`config.mk`:
```
export PLATFORM = sky130hd
export DESIGN_NAME = length_prefixed_frame_receiver_flat
export DESIGN_NICKNAME = d
export VERILOG_FILES = /design/src/lpfr_pkg.sv /design/src/lpfr_if.sv /design/src/lpfr_core.sv /design/src/lpfr_out_buf.sv /design/src/length_prefixed_frame_receiver.sv /design/src/flat_wrapper.sv
export SDC_FILE = /design/constraint.sdc
export NUM_CORES = 1
export LEC_CHECK = 0
export ABC_CLOCK_PERIOD_IN_PS = 6600
export BUFFER_PORTS_ARGS = -buffer_cell sky130_fd_sc_hd__buf_2
export CORE_MARGIN = 4
export CORE_UTILIZATION = 25
export DETAILED_ROUTE_END_ITERATION = 7
export GPL_ROUTABILITY_DRIVEN = 0
export HOLD_SLACK_MARGIN = 0.15
export PLACE_DENSITY = 0.4
export SYNTH_ARGS = -nofsm -noshare
export SYNTH_HDL_FRONTEND = slang
export SYNTH_HIERARCHICAL = 1
export SYNTH_SLANG_ARGS = --single-unit
export TNS_END_PERCENT = 100
```
`constraint.sdc`:
```
create_clock -name i_clk -period 6.6 [get_ports i_clk]
set_input_delay 0.33 -clock i_clk [delete_from_list [all_inputs] [get_ports i_clk]]
set_output_delay 0.33 -clock i_clk [all_outputs]
set_load 0.01 [all_outputs]
```
`src/lpfr_pkg.sv`:
```
package lpfr_pkg;

    localparam int unsigned HDR_LAST    = 3;
    localparam int unsigned CFG_IDX_W   = 1;
    localparam int unsigned CFG_DATA_W  = 16;

    typedef logic [CFG_IDX_W-1:0] t_cfg_idx;

    localparam t_cfg_idx CFG_PAYLOAD_LIMIT = 1'b0;
    localparam t_cfg_idx CFG_COPY_LIMIT    = 1'b1;

    localparam logic [15:0] PAYLOAD_LIMIT_RST = 16'd512;
    localparam logic [15:0] COPY_LIMIT_RST    = 16'd255;

    typedef enum logic {
        KIND_PAYLOAD = 1'b0,
        KIND_DROP    = 1'b1
    } t_kind;

    typedef struct packed {
        logic        kind;
        logic [7:0]  data_byte;
        logic [15:0] byte_index;
        logic        in_copy;
        logic        last_of_frame;
        logic [31:0] dropped_length;
    } t_result;

endpackage

```
`src/lpfr_if.sv`:
```
interface lpfr_in_if;
    logic       valid;
    logic       ready;
    logic [7:0] rx_byte;

    modport source (output valid, output rx_byte, input ready);
    modport sink   (input valid, input rx_byte, output ready);
endinterface

interface lpfr_out_if;
    logic        valid;
    logic        ready;
    logic        kind;
    logic [7:0]  data_byte;
    logic [15:0] byte_index;
    logic        in_copy;
    logic        last_of_frame;
    logic [31:0] dropped_length;

    modport source (output valid, output kind, output data_byte, output byte_index,
                    output in_copy, output last_of_frame, output dropped_length,
                    input ready);
    modport sink   (input valid, input kind, input data_byte, input byte_index,
                    input in_copy, input last_of_frame, input dropped_length,
                    output ready);
endinterface

```
`src/lpfr_core.sv`:
```
module lpfr_core (
    input  logic                       i_clk,
    input  logic                       i_rst_n,
    input  logic                       i_cfg_we,
    input  lpfr_pkg::t_cfg_idx         i_cfg_idx,
    input  logic [lpfr_pkg::CFG_DATA_W-1:0] i_cfg_data,
    input  logic                       i_accept,
    input  logic [7:0]                 i_rx_byte,
    output logic                       o_res_valid,
    output lpfr_pkg::t_result          o_res
);

    logic [15:0] r_payload_limit;
    logic [15:0] r_copy_limit;

    logic [23:0] r_hdr, n_hdr;
    logic [2:0]  r_hcnt, n_hcnt;
    logic [31:0] r_len, n_len;
    logic [31:0] r_cnt, n_cnt;
    logic        r_discard, n_discard;

    logic [31:0] w_len;
    logic [31:0] w_cnt_inc;
    logic        w_end;

    assign w_len     = {i_rx_byte, r_hdr};
    assign w_cnt_inc = r_cnt + 32'd1;
    assign w_end     = (w_cnt_inc >= r_len);

    always_comb begin
        n_hdr       = r_hdr;
        n_hcnt      = r_hcnt;
        n_len       = r_len;
        n_cnt       = r_cnt;
        n_discard   = r_discard;
        o_res_valid = 1'b0;
        o_res       = '0;

        if (i_accept) begin
            if (r_hcnt < 3'(lpfr_pkg::HDR_LAST)) begin
                n_hdr  = r_hdr | (24'(i_rx_byte) << {r_hcnt[1:0], 3'b000});
                n_hcnt = r_hcnt + 3'd1;
            end else if (r_hcnt == 3'(lpfr_pkg::HDR_LAST)) begin
                if (w_len == 32'd0) begin
                    n_hdr     = '0;
                    n_hcnt    = '0;
                    n_len     = '0;
                    n_cnt     = '0;
                    n_discard = 1'b0;
                end else begin
                    n_hcnt = 3'(lpfr_pkg::HDR_LAST + 1);
                    n_len  = w_len;
                    n_cnt  = '0;
                    if (w_len > {16'd0, r_payload_limit}) begin
                        n_discard                  = 1'b1;
                        o_res_valid                = 1'b1;
                        o_res.kind                 = lpfr_pkg::KIND_DROP;
                        o_res.dropped_length       = w_len;
                    end else begin
                        n_discard = 1'b0;
                    end
                end
            end else begin
                // Payload phase: count every byte, but only emit outside a discard.
                n_cnt = w_cnt_inc;
                if (!r_discard) begin
                    o_res_valid         = 1'b1;
                    o_res.kind          = lpfr_pkg::KIND_PAYLOAD;
                    o_res.data_byte     = i_rx_byte;
                    o_res.byte_index    = r_cnt[15:0];
                    o_res.in_copy       = (r_cnt < {16'd0, r_copy_limit});
                    o_res.last_of_frame = w_end;
                end
                if (w_end) begin
                    n_hdr     = '0;
                    n_hcnt    = '0;
                    n_len     = '0;
                    n_cnt     = '0;
                    n_discard = 1'b0;
                end
            end
        end
    end

    always_ff @(posedge i_clk) begin
        if (!i_rst_n) begin
            r_payload_limit <= lpfr_pkg::PAYLOAD_LIMIT_RST;
            r_copy_limit    <= lpfr_pkg::COPY_LIMIT_RST;
            r_hdr           <= '0;
            r_hcnt          <= '0;
            r_len           <= '0;
            r_cnt           <= '0;
            r_discard       <= 1'b0;
        end else begin
            if (i_cfg_we) begin
                case (i_cfg_idx)
                    lpfr_pkg::CFG_PAYLOAD_LIMIT: r_payload_limit <= i_cfg_data;
                    lpfr_pkg::CFG_COPY_LIMIT:    r_copy_limit    <= i_cfg_data;
                    default: ;
                endcase
            end
            r_hdr     <= n_hdr;
            r_hcnt    <= n_hcnt;
            r_len     <= n_len;
            r_cnt     <= n_cnt;
            r_discard <= n_discard;
        end
    end

endmodule

```
`src/lpfr_out_buf.sv`:
```
module lpfr_out_buf (
    input  logic              i_clk,
    input  logic              i_rst_n,
    input  logic              i_push,
    input  lpfr_pkg::t_result i_res,
    output logic              o_room,
    lpfr_out_if.source        o_res
);

    lpfr_pkg::t_result r_mem [2];
    logic              r_wp;
    logic              r_rp;
    logic [1:0]        r_count;

    logic              w_pop;
    lpfr_pkg::t_result w_head;

    // Two entries let a new request in while the previous result is still held.
    assign o_room = (r_count != 2'd2);
    assign w_pop  = o_res.valid && o_res.ready;
    assign w_head = r_mem[r_rp];

    assign o_res.valid          = (r_count != 2'd0);
    assign o_res.kind           = w_head.kind;
    assign o_res.data_byte      = w_head.data_byte;
    assign o_res.byte_index     = w_head.byte_index;
    assign o_res.in_copy        = w_head.in_copy;
    assign o_res.last_of_frame  = w_head.last_of_frame;
    assign o_res.dropped_length = w_head.dropped_length;

    always_ff @(posedge i_clk) begin
        if (i_push) begin
            r_mem[r_wp] <= i_res;
        end
    end

    always_ff @(posedge i_clk) begin
        if (!i_rst_n) begin
            r_wp    <= 1'b0;
            r_rp    <= 1'b0;
            r_count <= '0;
        end else begin
            if (i_push) begin
                r_wp <= ~r_wp;
            end
            if (w_pop) begin
                r_rp <= ~r_rp;
            end
            case ({i_push, w_pop})
                2'b10:   r_count <= r_count + 2'd1;
                2'b01:   r_count <= r_count - 2'd1;
                default: r_count <= r_count;
            endcase
        end
    end

endmodule

```
`src/length_prefixed_frame_receiver.sv`:
```
// Length-prefixed frame receiver.
// i_rx carries received link bytes, one per request. Each frame starts with a
// four-byte little-endian payload length; a zero length restarts the header.
// o_res carries one result per payload byte (value, index, in-copy flag and
// last-of-frame mark) or one drop notice per frame whose length exceeds the
// payload limit; such a frame's payload is then consumed with no result.
// Header bytes and skipped bytes give no result.
// The configuration port writes payload_limit (index 0) and copy_limit
// (index 1); write them only while no frame is in progress.
// Throughput is one byte per cycle while the result buffer has room. Each result
// is written to the result buffer as its byte is taken; the per-byte decode is
// combinational, between the frame state registers and that two-entry buffer.
// When the result receiver stalls, the buffer holds up to two results and
// i_rx.ready drops only once both entries are full.
// Reset is synchronous and active low: it empties the buffer, restarts header
// collection and loads the limits with 512 and 255.
module length_prefixed_frame_receiver (
    input  logic                            i_clk,
    input  logic                            i_rst_n,
    input  logic                            i_cfg_we,
    input  lpfr_pkg::t_cfg_idx              i_cfg_idx,
    input  logic [lpfr_pkg::CFG_DATA_W-1:0] i_cfg_data,
    lpfr_in_if.sink                         i_rx,
    lpfr_out_if.source                      o_res
);

    logic              w_room;
    logic              w_accept;
    logic              w_res_valid;
    lpfr_pkg::t_result w_res;

    assign i_rx.ready = w_room;
    assign w_accept   = i_rx.valid && w_room;

    lpfr_core u_core (
        .i_clk       (i_clk),
        .i_rst_n     (i_rst_n),
        .i_cfg_we    (i_cfg_we),
        .i_cfg_idx   (i_cfg_idx),
        .i_cfg_data  (i_cfg_data),
        .i_accept    (w_accept),
        .i_rx_byte   (i_rx.rx_byte),
        .o_res_valid (w_res_valid),
        .o_res       (w_res)
    );

    lpfr_out_buf u_out_buf (
        .i_clk   (i_clk),
        .i_rst_n (i_rst_n),
        .i_push  (w_res_valid),
        .i_res   (w_res),
        .o_room  (w_room),
        .o_res   (o_res)
    );

endmodule
```
`src/flat_wrapper.sv`:
```
// flat-port wrapper written by rule: the top's interface ports become plain ports
module length_prefixed_frame_receiver_flat 
  (i_clk, i_rst_n, i_cfg_we, i_cfg_idx, i_cfg_data, i_rx_valid, i_rx_rx_byte, i_rx_ready, o_res_valid, o_res_kind, o_res_data_byte, o_res_byte_index, o_res_in_copy, o_res_last_of_frame, o_res_dropped_length, o_res_ready);
  lpfr_in_if i_rx_i ();
  lpfr_out_if o_res_i ();
  input  logic i_clk;
  input  logic i_rst_n;
  input  logic i_cfg_we;
  input  lpfr_pkg::t_cfg_idx i_cfg_idx;
  input  logic [lpfr_pkg::CFG_DATA_W-1:0] i_cfg_data;
  input wire logic [$bits(i_rx_i.valid)-1:0] i_rx_valid;
  input wire logic [$bits(i_rx_i.rx_byte)-1:0] i_rx_rx_byte;
  output wire logic [$bits(i_rx_i.ready)-1:0] i_rx_ready;
  output wire logic [$bits(o_res_i.valid)-1:0] o_res_valid;
  output wire logic [$bits(o_res_i.kind)-1:0] o_res_kind;
  output wire logic [$bits(o_res_i.data_byte)-1:0] o_res_data_byte;
  output wire logic [$bits(o_res_i.byte_index)-1:0] o_res_byte_index;
  output wire logic [$bits(o_res_i.in_copy)-1:0] o_res_in_copy;
  output wire logic [$bits(o_res_i.last_of_frame)-1:0] o_res_last_of_frame;
  output wire logic [$bits(o_res_i.dropped_length)-1:0] o_res_dropped_length;
  input wire logic [$bits(o_res_i.ready)-1:0] o_res_ready;
  assign i_rx_i.valid = i_rx_valid;
  assign i_rx_i.rx_byte = i_rx_rx_byte;
  assign i_rx_ready = i_rx_i.ready;
  assign o_res_valid = o_res_i.valid;
  assign o_res_kind = o_res_i.kind;
  assign o_res_data_byte = o_res_i.data_byte;
  assign o_res_byte_index = o_res_i.byte_index;
  assign o_res_in_copy = o_res_i.in_copy;
  assign o_res_last_of_frame = o_res_i.last_of_frame;
  assign o_res_dropped_length = o_res_i.dropped_length;
  assign o_res_i.ready = o_res_ready;
  length_prefixed_frame_receiver u_core (.i_clk(i_clk), .i_rst_n(i_rst_n), .i_cfg_we(i_cfg_we), .i_cfg_idx(i_cfg_idx), .i_cfg_data(i_cfg_data), .i_rx(i_rx_i), .o_res(o_res_i));
endmodule
```
==> reports/results.ini <==
[floorplanning]
die_h_um=223
die_w_um=223
num_io_pins=91
core_area_sq_mm=0.0456
start_util_pct=25.4
die_area_sq_mm=0.0498
rows=78

[timing]
fin_skew_ps=11.6
max_freq_mhz=217
timing.setup.tns_ps=0
finalCritPeriodShare_pct=69.7
slew_violations=0
hold_slack_ps=172
finalSetupViolCount=0
fin_crit_ps=4600
worst_slew_pin_slew_ps=1100
slew_headroom_pct=26.5
final_hold_viol_count=0
setup_ws_ps=2000
rsz0062_at_grt=false

[routing]
vias=8302
wl_met1_um=15300
routed_wl_um=32100
ant_nets=0
routedWlPerCell_um=17.9
drc=0
wl_met2_um=14800
dr_wl_met3_um=1160
maxUsedRoutingLayer=met4
first_iter_violations=358
drt-pass1-iter-count=4
viasPerCell=4.61

[power_and_ir_drop]
powerDensity_mw_per_mm2=252
power_leakage_nw=5.03
vdd_drop_max_mv=0.181

[clock_tree]
clk_latency_ps=560
htreeDepth=1
cts_buffer_depth=3
cts_resized=0
cts_tree=yes
cts_sinks=247
ctsRootBufferMaster=clkbuf_16
cts_buffers=29
path_clk_slew_ps=60

[outcome]
status=finished, final reports clean

[finish]
n_fill_cell=4684
area_growth_pct=18.8
drive_gt1_share_pct=13.8
n_antenna_cell=0
nets=1273

[hold_path]
hold_class=in -> reg
whs_path_depth=3

[setup_path]
crit_fanout=30
rrSetupSlack_ps=2000
critPathTopFamily=simple AND/OR/NAND/NOR gates
arrival_ps=5080
crit_type=reg -> reg
crit_path_end_kind=register
crit_buf_inv=2
max_stage_delay_ps=630
crit_required_ps=7090
worstSetupStartpointType=register
rr_worst_depth=15
path_cells=ha_1 > and3_1 > and4_1 > nand3_2 > or4_1 > xnor2_1 > ha_1 > nand4_1 > inv_1 > a221oi_1 > o21ai_0 > nor3_4 > buf_4 > o21ai_0 > a21oi_1
cp_num_cells=15
crit_slowest_cell=or4_1

[run]
cap_viol_max_count=0

[logic_synthesis]
synth-async-reset-ratio_pct=0
yosys.area.top_type=edfxtp_1
synth_area_per_cell_sq_um=10.7
synth_edf_count=118
netlist_area_sq_mm=0.0116
synth_common_cells=dfxtp_1, edfxtp_1, nand2_1
syn_inst=1083
synth_flop_cell=dfxtp_1
synth_area_leaders=edfxtp_1, dfxtp_1, ha_1, mux2_1, a21oi_1
ys_ff_latch=247
synth_top_area_share_pct=30.6
synth_nets=1180
yosysWarningCount=6
ys_types=57
yosysSeqAreaShare_pct=52.9
yosysMostFrequentCell=dfxtp_1

[global_routing]
grt_pass1_wl_um=50000
grt_max_degree=60
gr-total-overflow=0
grt_pass1_vias=8344
track_usage_pct=12.7
antenna_found_initial=0

[placement]
hpwlAfterDp_um=21800
place_ws_ps=2020
port_buffers=90

## placed cells by master (no fill, tap or decap), types with 6 or more instances in the layout
cell           instances
dlygate4sd3_1         19
buf_2                 90
dfxtp_1              128
clkbuf_1               6
xnor2_1               24
inv_1                 70
and3_1                10
a21oi_1               85
ha_1                  67
buf_4                 12
nor2b_1                8
a21o_1                 8
and2_1                33
a22o_1                32
nor3b_1               32
nand2b_1               6
xor2_1                10
o211ai_1               8
nand4_1               18
nand3_1               40
clkbuf_16             30
o21a_1                 6
edfxtp_1             118
nor2_1                38
a31oi_1                6
o21ai_0               20
nand2_1              112
nor4_1                22
nor3_1                14
clkinv_2               7
mux2_1                59
## kinds of logic (layout without fill, tap and decap cells)
family	Yosys count	after routing	share of synthesized area, %
AND/OR/NAND/NOR	357	357	16.2
flip-flops	247	247	52.9
AO/OA/AOI/OAI	188	188	10.4
buffers and inverters	130	246	4.84
adder cells (fa/ha/maj)	67	67	7.24
multiplexers	60	60	5.83
XOR/XNOR	34	34	2.57
## power by group
group,internal [mW],switching (mW)
clock,0.958,0.649
combinational,0.0814,0.117
sequential,1.62,0.0335
## per-layer routing
layer | track usage, % | vias up
met4 | 3.78 | 0
met3 | 2.04 | 50
met1 | 17.6 | 4036
li1 | - | 4081
met5 | 0 | -
met2 | 20.5 | 135
## layout make-up
cell class	instances	area [sq um]	share of cell area [%]
Clock buffer	37	787	5.72
Clock inverter	17	166	1.21
Inverter	71	267	1.94
Multi-Input combinational cell	706	4920	35.8
Timing Repair Buffer	121	731	5.31
Tap cell	600	751	5.46
Sequential cell	247	6130	44.6
## state kept, by name, indices dropped and copies added, names as in the netlist, named ones only
name	flops
u_core/u_out_buf/r_wp	1
u_core/u_core/r_hdr	24
u_core/u_core/r_copy_limit	16
u_core/u_core/r_hcnt	3
u_core/u_core/r_cnt	32
u_core/u_core/r_payload_limit	16
u_core/u_out_buf/r_mem	118
u_core/u_core/r_len	32
u_core/u_core/r_discard	1
u_core/u_out_buf/r_rp	1
u_core/u_out_buf/r_count	2
## through the flow
stage	utilization [%]	instances	power, mW	instance area [sq um]
after floorplan	-	1083	1.79	11600
after global placement	27.7	1726	1.88	12600
after detailed placement	27.7	1726	1.88	12600
after CTS	30.2	1799	3.52	13800
after global routing	30.2	1799	3.61	13800
final	30.2	1799	3.46	13800
## worst register-to-register path: cells and delay by family, from the launching register on
family,cells,cell delay [ps]
fa+ha+maj,2,530
flops,1,470
xor+xnor,1,190
compound gates,4,900
buf+inv,2,440
simple gates,6,1990
## timing repair
| item | in CTS | in global routing |
|---|---|---|
| hold buffers | 19 | 0 |
| endpoints found under the hold margin | 39 | 0 |
| setup buffers | 0 | 0 |
## path summary, 6_finish.rpt
path	start	to
max	u_core/u_core/r_cnt[0]$_SDFFE_PN0P_	u_core/u_core/r_cnt[9]$_SDFFE_PN0P_
min	i_rx_rx_byte[7]	u_core/u_core/r_hdr[15]$_SDFFE_PN0P_
max reg2reg	u_core/u_core/r_cnt[0]$_SDFFE_PN0P_	u_core/u_core/r_cnt[9]$_SDFFE_PN0P_
min reg2reg	u_core/u_core/r_payload_limit[3]$_SDFFE_PN0P_	u_core/u_core/r_payload_limit[3]$_SDFFE_PN0P_
No activity file was read; power rests on OpenSTA's default activity.
